--- src/rtl/sct_pkg.sv ---
// shared types and constants of the script character tokenizer
`timescale 1ns / 1ps

package sct_pkg;

    // configuration register indexes
    localparam logic CFG_FILENAME_MODE = 1'b0;
    localparam logic CFG_COMMA_SEP     = 1'b1;

    // character codes
    localparam logic [7:0] CH_NUL    = 8'h00;
    localparam logic [7:0] CH_TAB    = 8'h09;
    localparam logic [7:0] CH_SPACE  = 8'h20;
    localparam logic [7:0] CH_TILDE  = 8'h7e;
    localparam logic [7:0] CH_DQUOTE = 8'h22;
    localparam logic [7:0] CH_SQUOTE = 8'h27;
    localparam logic [7:0] CH_LPAREN = 8'h28;
    localparam logic [7:0] CH_RPAREN = 8'h29;
    localparam logic [7:0] CH_STAR   = 8'h2a;
    localparam logic [7:0] CH_PLUS   = 8'h2b;
    localparam logic [7:0] CH_COMMA  = 8'h2c;
    localparam logic [7:0] CH_MINUS  = 8'h2d;
    localparam logic [7:0] CH_SLASH  = 8'h2f;
    localparam logic [7:0] CH_LBRACE = 8'h7b;
    localparam logic [7:0] CH_RBRACE = 8'h7d;

    // one result without its last-of-run flag
    typedef struct packed {
        logic [7:0] token_char;
        logic       has_char;
        logic       ends_token;
        logic       new_line;
    } t_result;

    // queue entry: all results of one input item
    typedef struct packed {
        t_result first;
        t_result second;
        logic    two;
    } t_entry;

    // queue head as seen by the back end
    typedef struct packed {
        logic   valid;
        t_entry entry;
    } t_q_head;

endpackage

--- src/rtl/sct_in_if.sv ---
// input character channel
`timescale 1ns / 1ps

interface sct_in_if;
    logic       valid;
    logic       ready;
    logic [7:0] in_char;

    modport source (output valid, output in_char, input ready);
    modport sink   (input valid, input in_char, output ready);
endinterface

--- src/rtl/sct_out_if.sv ---
// token result channel
`timescale 1ns / 1ps

interface sct_out_if;
    logic       valid;
    logic       ready;
    logic [7:0] token_char;
    logic       has_char;
    logic       ends_token;
    logic       new_line;
    logic       last_of_run;

    modport source (output valid, output token_char, output has_char, output ends_token,
                    output new_line, output last_of_run, input ready);
    modport sink   (input valid, input token_char, input has_char, input ends_token,
                    input new_line, input last_of_run, output ready);
endinterface

--- src/rtl/sct_front.sv ---
// front end: accepts characters, classifies them, tracks the token state
`timescale 1ns / 1ps

module sct_front (
    input  logic           i_clk,
    input  logic           i_rst_n,
    input  logic           i_cfg_we,
    input  logic           i_cfg_idx,
    input  logic           i_cfg_data,
    input  logic           i_full,
    sct_in_if.sink         i_in,
    output logic           o_push,
    output sct_pkg::t_entry o_entry
);

    logic r_filename_mode;
    logic r_comma_sep;
    logic r_inside;
    logic n_inside;
    logic accept;
    logic gen;
    logic [7:0] c;
    sct_pkg::t_result end_plain;
    sct_pkg::t_result end_nl;

    assign i_in.ready = !i_full;
    assign accept     = i_in.valid && !i_full;
    assign o_push     = accept && gen;
    assign c          = i_in.in_char;

    always_comb begin
        end_plain = '{token_char: 8'h00, has_char: 1'b0, ends_token: 1'b1, new_line: 1'b0};
        end_nl    = '{token_char: 8'h00, has_char: 1'b0, ends_token: 1'b1, new_line: 1'b1};
        o_entry.first  = '{token_char: c, has_char: 1'b1, ends_token: 1'b0, new_line: 1'b0};
        o_entry.second = '{token_char: c, has_char: 1'b1, ends_token: 1'b0, new_line: 1'b0};
        o_entry.two    = 1'b0;
        gen            = 1'b1;
        n_inside       = 1'b1;
        if (c == sct_pkg::CH_NUL) begin
            o_entry.first = end_nl;
            n_inside      = 1'b0;
        end else if (c != sct_pkg::CH_TAB && (c < sct_pkg::CH_SPACE || c > sct_pkg::CH_TILDE)) begin
            // control byte: inside a token also yields an empty newline token
            o_entry.first  = end_nl;
            o_entry.second = end_nl;
            o_entry.two    = r_inside;
            n_inside       = 1'b0;
        end else if (c inside {sct_pkg::CH_SPACE, sct_pkg::CH_TAB, sct_pkg::CH_SQUOTE,
                               sct_pkg::CH_DQUOTE}
                     || (c == sct_pkg::CH_COMMA && r_comma_sep)) begin
            o_entry.first = end_plain;
            gen           = r_inside;
            n_inside      = 1'b0;
        end else if (!r_filename_mode
                     && c inside {sct_pkg::CH_SLASH, sct_pkg::CH_MINUS, sct_pkg::CH_PLUS,
                                  sct_pkg::CH_STAR, sct_pkg::CH_LPAREN, sct_pkg::CH_RPAREN,
                                  sct_pkg::CH_COMMA}) begin
            // one-character operator token
            o_entry.second.ends_token = 1'b1;
            if (r_inside) begin
                o_entry.first = end_plain;
                o_entry.two   = 1'b1;
            end else begin
                o_entry.first.ends_token = 1'b1;
            end
            n_inside = 1'b0;
        end else if ((c == sct_pkg::CH_LBRACE || c == sct_pkg::CH_RBRACE) && r_inside) begin
            o_entry.first = end_plain;
            o_entry.two   = 1'b1;
        end
    end

    always_ff @(posedge i_clk) begin
        if (!i_rst_n) begin
            r_filename_mode <= 1'b0;
            r_comma_sep     <= 1'b0;
            r_inside        <= 1'b0;
        end else begin
            if (i_cfg_we) begin
                case (i_cfg_idx)
                    sct_pkg::CFG_FILENAME_MODE: r_filename_mode <= i_cfg_data;
                    sct_pkg::CFG_COMMA_SEP:     r_comma_sep     <= i_cfg_data;
                    default: ;
                endcase
            end
            if (accept) begin
                r_inside <= n_inside;
            end
        end
    end

endmodule

--- src/rtl/sct_queue.sv ---
// small register queue between front and back end
`timescale 1ns / 1ps

module sct_queue #(
    parameter int DEPTH = 4
) (
    input  logic             i_clk,
    input  logic             i_rst_n,
    input  logic             i_push,
    input  sct_pkg::t_entry  i_entry,
    input  logic             i_pop,
    output logic             o_full,
    output sct_pkg::t_q_head o_head
);

    localparam int PW = (DEPTH > 1) ? $clog2(DEPTH) : 1;
    localparam int CW = $clog2(DEPTH + 1);
    localparam logic [PW-1:0] LAST = PW'(DEPTH - 1);
    localparam logic [CW-1:0] FULL = CW'(DEPTH);

    sct_pkg::t_entry r_mem [DEPTH];
    logic [PW-1:0]   r_wr;
    logic [PW-1:0]   r_rd;
    logic [CW-1:0]   r_count;
    logic            do_pop;

    assign o_full       = (r_count == FULL);
    assign o_head.valid = (r_count != '0);
    assign o_head.entry = r_mem[r_rd];
    assign do_pop       = i_pop && o_head.valid;

    always_ff @(posedge i_clk) begin
        if (i_push) begin
            r_mem[r_wr] <= i_entry;
        end
    end

    always_ff @(posedge i_clk) begin
        if (!i_rst_n) begin
            r_wr    <= '0;
            r_rd    <= '0;
            r_count <= '0;
        end else begin
            if (i_push) begin
                r_wr <= (r_wr == LAST) ? '0 : r_wr + 1'b1;
            end
            if (do_pop) begin
                r_rd <= (r_rd == LAST) ? '0 : r_rd + 1'b1;
            end
            if (i_push && !do_pop) begin
                r_count <= r_count + 1'b1;
            end else if (do_pop && !i_push) begin
                r_count <= r_count - 1'b1;
            end
        end
    end

endmodule

--- src/rtl/sct_back.sv ---
// back end: plays out the results of each queue entry through an output register
`timescale 1ns / 1ps

module sct_back (
    input  logic             i_clk,
    input  logic             i_rst_n,
    input  sct_pkg::t_q_head i_head,
    output logic             o_pop,
    sct_out_if.source        o_out
);

    logic             r_phase;
    logic             r_valid;
    sct_pkg::t_result r_res;
    logic             r_last;
    logic             load;

    assign load  = !r_valid || o_out.ready;
    assign o_pop = load && i_head.valid && (r_phase || !i_head.entry.two);

    assign o_out.valid       = r_valid;
    assign o_out.token_char  = r_res.token_char;
    assign o_out.has_char    = r_res.has_char;
    assign o_out.ends_token  = r_res.ends_token;
    assign o_out.new_line    = r_res.new_line;
    assign o_out.last_of_run = r_last;

    always_ff @(posedge i_clk) begin
        if (!i_rst_n) begin
            r_phase <= 1'b0;
            r_valid <= 1'b0;
        end else if (load) begin
            r_valid <= i_head.valid;
            if (i_head.valid) begin
                r_phase <= !r_phase && i_head.entry.two;
            end
        end
    end

    always_ff @(posedge i_clk) begin
        if (load && i_head.valid) begin
            r_res  <= r_phase ? i_head.entry.second : i_head.entry.first;
            r_last <= r_phase || !i_head.entry.two;
        end
    end

endmodule

--- src/rtl/script_char_tokenizer_unit.sv ---
// top level of the script character tokenizer
//
//  channel   dir  signals                                              handshake
//  i_in      in   in_char[7:0]                                         valid/ready
//  o_out     out  token_char[7:0] has_char ends_token new_line last    valid/ready
//  cfg       in   i_cfg_we i_cfg_idx i_cfg_data                        write only
//
// one character is taken per cycle while the queue has room; a character
// yields zero, one or two results, and the back end sends one result per
// cycle from its output register while the receiver is ready, so characters
// with two results limit the sustained input rate once the queue has filled.
// reset (synchronous, active low) empties the queue and clears token state
// and configuration; input and output stall independently through the queue.
`timescale 1ns / 1ps

module script_char_tokenizer_unit #(
    parameter int QUEUE_DEPTH = 4
) (
    input  logic      i_clk,
    input  logic      i_rst_n,
    input  logic      i_cfg_we,
    input  logic      i_cfg_idx,
    input  logic      i_cfg_data,
    sct_in_if.sink    i_in,
    sct_out_if.source o_out
);

    // front to queue
    logic             push;
    sct_pkg::t_entry  entry;
    logic             full;
    // queue to back
    sct_pkg::t_q_head head;
    logic             pop;

    // classifier and token state
    sct_front u_front (
        .i_clk      (i_clk),
        .i_rst_n    (i_rst_n),
        .i_cfg_we   (i_cfg_we),
        .i_cfg_idx  (i_cfg_idx),
        .i_cfg_data (i_cfg_data),
        .i_full     (full),
        .i_in       (i_in),
        .o_push     (push),
        .o_entry    (entry)
    );

    // decoupling queue, one entry per character that yields results
    sct_queue #(
        .DEPTH (QUEUE_DEPTH)
    ) u_queue (
        .i_clk   (i_clk),
        .i_rst_n (i_rst_n),
        .i_push  (push),
        .i_entry (entry),
        .i_pop   (pop),
        .o_full  (full),
        .o_head  (head)
    );

    // result sequencer and output register
    sct_back u_back (
        .i_clk   (i_clk),
        .i_rst_n (i_rst_n),
        .i_head  (head),
        .o_pop   (pop),
        .o_out   (o_out)
    );

endmodule

--- src/flat_wrapper.sv ---
// flat-port wrapper written by rule: the top's interface ports become plain ports
module script_char_tokenizer_unit_flat 
#(
    parameter int QUEUE_DEPTH = 4
)
  (i_clk, i_rst_n, i_cfg_we, i_cfg_idx, i_cfg_data, i_in_valid, i_in_in_char, i_in_ready, o_out_valid, o_out_token_char, o_out_has_char, o_out_ends_token, o_out_new_line, o_out_last_of_run, o_out_ready);
  sct_in_if i_in_i ();
  sct_out_if o_out_i ();
  input  logic i_clk;
  input  logic i_rst_n;
  input  logic i_cfg_we;
  input  logic i_cfg_idx;
  input  logic i_cfg_data;
  input wire logic [$bits(i_in_i.valid)-1:0] i_in_valid;
  input wire logic [$bits(i_in_i.in_char)-1:0] i_in_in_char;
  output wire logic [$bits(i_in_i.ready)-1:0] i_in_ready;
  output wire logic [$bits(o_out_i.valid)-1:0] o_out_valid;
  output wire logic [$bits(o_out_i.token_char)-1:0] o_out_token_char;
  output wire logic [$bits(o_out_i.has_char)-1:0] o_out_has_char;
  output wire logic [$bits(o_out_i.ends_token)-1:0] o_out_ends_token;
  output wire logic [$bits(o_out_i.new_line)-1:0] o_out_new_line;
  output wire logic [$bits(o_out_i.last_of_run)-1:0] o_out_last_of_run;
  input wire logic [$bits(o_out_i.ready)-1:0] o_out_ready;
  assign i_in_i.valid = i_in_valid;
  assign i_in_i.in_char = i_in_in_char;
  assign i_in_ready = i_in_i.ready;
  assign o_out_valid = o_out_i.valid;
  assign o_out_token_char = o_out_i.token_char;
  assign o_out_has_char = o_out_i.has_char;
  assign o_out_ends_token = o_out_i.ends_token;
  assign o_out_new_line = o_out_i.new_line;
  assign o_out_last_of_run = o_out_i.last_of_run;
  assign o_out_i.ready = o_out_ready;
  script_char_tokenizer_unit #(.QUEUE_DEPTH(QUEUE_DEPTH)) u_core (.i_clk(i_clk), .i_rst_n(i_rst_n), .i_cfg_we(i_cfg_we), .i_cfg_idx(i_cfg_idx), .i_cfg_data(i_cfg_data), .i_in(i_in_i), .o_out(o_out_i));
endmodule
--- config.mk ---
export PLATFORM = sky130hd
export DESIGN_NAME = script_char_tokenizer_unit_flat
export DESIGN_NICKNAME = d
export VERILOG_FILES = /design/src/rtl/sct_pkg.sv /design/src/rtl/sct_in_if.sv /design/src/rtl/sct_out_if.sv /design/src/rtl/sct_front.sv /design/src/rtl/sct_queue.sv /design/src/rtl/sct_back.sv /design/src/rtl/script_char_tokenizer_unit.sv /design/src/flat_wrapper.sv
export SDC_FILE = /design/constraint.sdc
export NUM_CORES = 1
export LEC_CHECK = 0
export ABC_AREA = 1
export BUFFER_PORTS_ARGS = -buffer_cell sky130_fd_sc_hd__buf_2
export CAP_MARGIN = 10
export CORE_UTILIZATION = 35
export CTS_CLUSTER_SIZE = 10
export DETAILED_ROUTE_END_ITERATION = 8
export PLACE_DENSITY = 0.52
export SLEW_MARGIN = 30
export SYNTH_ARGS = -nofsm -noshare
export SYNTH_HDL_FRONTEND = slang
export SYNTH_SLANG_ARGS = --single-unit
--- constraint.sdc ---
create_clock -name i_clk -period 6.59 [get_ports i_clk]
set_clock_uncertainty 0.1 [all_clocks]
set_input_delay 0.9885 -clock i_clk [delete_from_list [all_inputs] [get_ports i_clk]]
set_output_delay 0.9885 -clock i_clk [all_outputs]
set_load 0.005 [all_outputs]
==> results of run 1 <==
-- area by class of cell --
class | instances | area (sq um)
clock buffer | 21 | 440
clock inverter | 11 | 156
fill | 1276 | 7590
inverter | 33 | 124
multi-input combinational | 271 | 1350
sequential | 118 | 3400
tap | 176 | 220
timing repair buffer | 31 | 163
-- per-stage QoR --
step                      instances  power [mW]
after global placement          629        1.69
after floorplan                 439        1.48
final                           661        2.60
after global routing            661        2.76
after CTS                       661        2.63
after detailed placement        629        1.70
-- where the power goes --
group | total (mW) | leakage, nW | switching [mW] | internal [mW]
combinational | 0.597 | 0.836 | 0.391 | 0.206
sequential | 1.07 | 1.09 | 0.0884 | 0.983
clock | 0.934 | 0.284 | 0.308 | 0.626
-- state kept, by name (all words and copies together), names as in the netlist, 2 cells and up, named ones only --
| signal | count |
|---|---|
| u_core.u_queue.r_rd | 2 |
| u_core.u_queue.r_wr | 2 |
| u_core.u_queue.r_count | 3 |
| u_core.u_queue.r_mem | 92 |
| u_core.u_back.o_out.token_char | 8 |
-- worst max-delay path, cell delays in order, from the launching register on --
cell	delay, ps
dfxtp_1	290
buf_4	270
inv_2	670
nor2_1	90
o21ai_1	160
nand2_1	90
nand2_1	140
ha_1	160
inv_1	60
fa_1	380
a21oi_1	140
o21ai_0	110
o21ai_0	160
a21oi_1	60
-- placed cells by master, fill, tap and decap left out, drive strengths merged, types with 2 or more instances in the layout --
cell	n
o21ai	36
edfxtp	104
bufinv	4
nor2	98
buf	31
o32ai	22
ha	6
clkinv	5
conb	8
inv	33
clkbuf	21
nand3	13
nor3	9
nand2	63
a21oi	11
clkinvlp	2
dfxtp	14
-- cell families after synthesis --
family / Yosys count
AND/OR/NAND/NOR: 185
flip-flops: 118
buffers and inverters: 50
other: 1
AO/OA/AOI/OAI: 71
adder cells (fa/ha/maj): 7
-- worst min path at each step --
stage / start / cells after the start / to / slack [ps]
finish: u_core.u_front.r_filename_mode / 2 / u_core.u_front.r_filename_mode / 360
global route: u_core.u_front.r_filename_mode / 2 / u_core.u_front.r_filename_mode / 400
CTS: u_core.u_front.r_filename_mode / 2 / u_core.u_front.r_filename_mode / 370
detailed placement: u_core.u_front.r_filename_mode / 2 / u_core.u_front.r_filename_mode / 360
global placement: u_core.u_front.r_comma_sep / 2 / u_core.u_front.r_comma_sep / 360
floorplan: u_core.u_front.r_comma_sep / 2 / u_core.u_front.r_comma_sep / 340
-- layer usage --
| metal | vias up | routed length (um) | part of all wire, % |
|---|---|---|---|
| li1 | 1587 | - | - |
| met1 | 1516 | 4650 | 46 |
| met2 | 83 | 4700 | 47 |
| met3 | 14 | 539 | 5.4 |
| met4 | 0 | 166 | 1.7 |
| met5 | - | 0 | 0 |
==> impl_metrics.py, run 1 <==
metrics = {
    "outcome": {
        "status": "completed",
    },
    "synth": {
        "synthAdderAreaFrac_pct": 1.94,
        "synthTopCellsByCount": "edfxtp_1, nor2_1, nand2_1",
        "synthMuxAreaShare_pct": 0,
        "synth_ff_type": "edfxtp_1",
        "synth_most_common_cell": "edfxtp_1",
        "synth_top_family_by_area": "simple AND/OR/NAND/NOR gates",
        "synth-simple-area-share_pct": 15.2,
        "synth_top_area_cell": "edfxtp_1",
        "synth-xor-area-share_pct": 0,
        "syn_area_per_cell_sq_um": 11.3,
        "ys_seq_area_share_pct": 69.5,
        "ys_async_sr_fraction_pct": 0,
        "synth_warnings": 0,
        "synthCells": 432,
        "netlist_top_cells_area": "edfxtp_1, nor2_1, dfxtp_1",
        "synth_cell_types": 27,
        "synth_seq_cells": 118,
        "synth-compound-area-share_pct": 9.18,
        "syn-cell-area_sq_um": 4890,
        "synth-edff-count": 104,
        "yosys.area.top_type_share_pct": 63.8,
    },
    "global_routing": {
        "grt-busiest-layer": "met2",
        "grt_pass1_vias": 3273,
        "overflow": 0,
        "grt_max_degree": 48,
        "use_met2_pct": 24.9,
        "grt.total_usage_pct": 15.6,
        "grt_pass1_wl_um": 16700,
        "antenna_found_initial": 0,
        "grt.met1_usage_pct": 19.8,
        "grt.met3_usage_pct": 4.25,
    },
    "power_and_ir_drop": {
        "leakagePower_nw": 2.21,
        "ir_drop_mv": 0.249,
        "power.density_nw_per_um2": 444,
    },
    "final_layout": {
        "design_area_sq_um": 5860,
        "final_util_pct": 43.6,
        "antenna_cells": 0,
        "drive_gt1_share_pct": 14.4,
        "nets": 494,
        "area_delta_synth_final_pct": 19.8,
    },
    "clock_tree": {
        "cts.reportedPaths.clkPinSlew_ps": 50,
        "h-tree-depth": 4,
        "cts_setup_buffers": 0,
        "clock_latency_ps": 400,
        "clock-sinks": 118,
        "cts_buffer_depth": 2,
        "tritoncts": "built",
        "cts_resized": 0,
        "cts_made_buffers": 17,
        "hold_buffers": 0,
        "cts-root-buf": "clkbuf_16",
    },
    "hold_path": {
        "hold_path_class": "flip-flop to flip-flop",
    },
    "placement": {
        "pre_cts_slack_ps": 3230,
        "placed_area_sq_um": 5260,
        "gp_congestion": 0.840,
        "io_buffers": 28,
        "dp.final_hpwl_um": 5860,
    },
    "route": {
        "viasPerCell": 4.84,
        "first_pass_iters": 4,
        "drc_errors": 0,
        "routed_wl_um": 10100,
        "ant_nets": 0,
        "dr_total_vias": 3200,
        "drt_iter0_drc": 222,
        "wl_per_cell_um": 15.2,
    },
    "timing": {
        "period_share_pct": 45.8,
        "tightest_slew_ps": 843,
        "finalHoldViolations": 0,
        "rsz0062_at_grt": "no",
        "slew_headroom_pct": 43.7,
        "period_needed_ps": 3020,
        "final-max-slew-violation-count": 0,
        "fin_setup_tns_ps": 0,
        "worst_slack_ps": 3570,
        "whs_ps": 364,
        "max_freq_ghz": 0.332,
        "setup_viol": 0,
    },
    "critical_path": {
        "timing.rr.end": "u_core.u_queue.r_count[2]",
        "worstPathArrival_ps": 3200,
        "regToRegSetupSlack_ps": 3570,
        "worstSetupStartpointType": "flip-flop",
        "reg2reg_depth": 13,
        "crit_fanout": 47,
        "crit_type": "flip-flop to flip-flop",
        "crit_end": "u_core.u_queue.r_count[2]",
        "cp-end-kind": "flip-flop",
        "required_ps": 6770,
    },
    "die": {
        "dieArea_sq_um": 14500,
        "core_sq_um": 13500,
        "die_h_um": 120,
        "ioPinCount": 29,
        "initial_core_util_pct": 36.4,
        "die_w_um": 120,
        "rows": 42,
    },
    "flow_run": {
        "drv_cap": 0,
    },
}
Power figures use the tool's default switching activity.
==> run 2: changes to the inputs <==
- PLACE_DENSITY: 0.52 -> 0.54
- clock period: 6.59 -> 2.4 ns (I/O delays scaled with it)
==> impl_metrics.py, run 2 (synthesis gave the netlist of run 1 again) <==
metrics = {
    "outcome": {
        "status": "completed",
    },
    "critical_path": {
        "cp-end-kind": "flip-flop",
        "required_ps": 2590,
        "worstPathArrival_ps": 2370,
        "worstSetupStartpointType": "flip-flop",
        "crit_fanout": 4,
        "crit_type": "flip-flop to flip-flop",
    },
    "die": {
        "ioPinCount": 29,
        "die_w_um": 120,
        "core_sq_um": 13500,
        "initial_core_util_pct": 36.4,
        "die_h_um": 120,
        "rows": 42,
        "dieArea_sq_um": 14500,
    },
    "placement": {
        "gp_congestion": 0.819,
        "io_buffers": 28,
        "pre_cts_slack_ps": -9.88,
        "dp.final_hpwl_um": 6150,
    },
    "final_layout": {
        "largest_reg_flops": 92,
        "fillers": 1314,
        "antenna_cells": 0,
        "drive_gt1_share_pct": 16.1,
        "nets": 507,
        "area_delta_synth_final_pct": 20.5,
        "final_cell_mix": "edfxtp_1, nor2_1, nand2_1",
        "layout_commonest_cell": "edfxtp_1",
        "largest-register": "u_core.u_queue.r_mem",
    },
    "clock_tree": {
        "clock-sinks": 118,
        "clock_latency_ps": 410,
        "h-tree-depth": 4,
        "cts-root-buf": "clkbuf_16",
        "tritoncts": "built",
        "hold_buffers": 0,
        "cts_made_buffers": 17,
        "cts_buffer_depth": 2,
        "cts.reportedPaths.clkPinSlew_ps": 50,
    },
    "hold_path": {
        "hold_path_class": "primary input to flip-flop",
    },
    "global_routing": {
        "grt.total_usage_pct": 15.9,
        "overflow": 0,
        "grt_pass1_vias": 3215,
        "antenna_found_initial": 0,
        "grt_max_degree": 45,
        "grt_pass1_wl_um": 16900,
    },
    "route": {
        "viasPerCell": 4.88,
        "drc_errors": 0,
        "ant_nets": 0,
        "dr_total_vias": 3281,
        "first_pass_iters": 5,
        "wl_per_cell_um": 15.5,
        "drt_iter0_drc": 190,
        "routed_wl_um": 10400,
    },
    "power_and_ir_drop": {
        "power.density_nw_per_um2": 1160,
        "ir_drop_mv": 0.519,
        "leakagePower_nw": 2.24,
        "finalPower_mw": 6.87,
    },
    "timing": {
        "period_needed_ps": 2180,
        "worst_slack_ps": 221,
        "finalHoldViolations": 0,
        "setup_viol": 0,
        "period_share_pct": 90.8,
        "rsz0062_at_grt": "no",
        "max_freq_ghz": 0.459,
        "final-max-slew-violation-count": 0,
    },
    "flow_run": {
        "drv_cap": 0,
    },
}
==> run 2: cell types whose count changed in the layout (fill, tap and decap cells not counted), sizes merged <==
cell / delta
clkinvlp: -2
clkinv: +1
clkbuf: +2
bufinv: -3
buf: +13
==> run 2: cell type report <==
class	instances	area [sq um]	share of cell area, %
clock inverter	7	57.6	0.976
tap	176	220	3.73
inverter	33	124	2.10
multi-input combinational	271	1330	22.6
timing repair buffer	44	310	5.26
sequential	118	3400	57.7
clock buffer	23	448	7.60
==> run 2: final timing paths <==
check,start,to,slack (ps),depth (start not counted)
setup / recovery,flip-flop,u_core.u_queue.r_count[2],220,13
hold / removal,i_cfg_data,u_core.u_front.r_comma_sep,120,3
setup reg to reg,flip-flop,u_core.u_queue.r_count[2],220,13
hold reg to reg,u_core.u_front.r_filename_mode,u_core.u_front.r_filename_mode,370,2
==> run 2: worst max-delay path: stages (launching register included) <==
cell and delay (ps):
dfxtp_1 380, nor2_1 50, nor2_1 80, o21ai_1 70, o21ai_1 70, nand2_1 90, nand2_1 130, ha_1 160
inv_1 70, fa_1 380, a21oi_1 140, o21ai_0 100, o21ai_0 160, a21oi_1 70
==> run 2: repair_timing <==
action	4_1_cts	5_1_grt
setup buffers	0	0
endpoints found under the setup margin	0	1
resized for setup	0	1
==> run 2: per-layer routing <==
layer  part of all wire [%]  track usage [%]  vias up
met3                    5.2             4.39       16
met5                      0                0        -
li1                       -                -     1618
met4                    1.8             7.25        0
met1                     45             20.2     1568
met2                     48             25.1       79
==> run 2: report_power, final <==
part | internal (mW) | switching [mW] | leakage (nW)
Combinational | 0.643 | 1.23 | 0.907
Sequential | 2.70 | 0.111 | 1.09
Clock | 1.39 | 0.802 | 0.249
==> run 2: through the flow <==
stage / instances / area (sq um) / TNS [ps] / hold WS, ps / utilization, %
3_3_place_gp: 642 / 5390 / 0 / 352 / 40.1
3_5_place_dp: 642 / 5390 / -9.88 / 359 / 40.1
6_report: 672 / 5900 / 0 / 124 / 43.8
5_1_grt: 672 / 5900 / 0 / 127 / 43.8
4_1_cts: 672 / 5900 / 0 / 106 / 43.8
2_1_floorplan: 439 / 4930 / -5660 / 336 / -
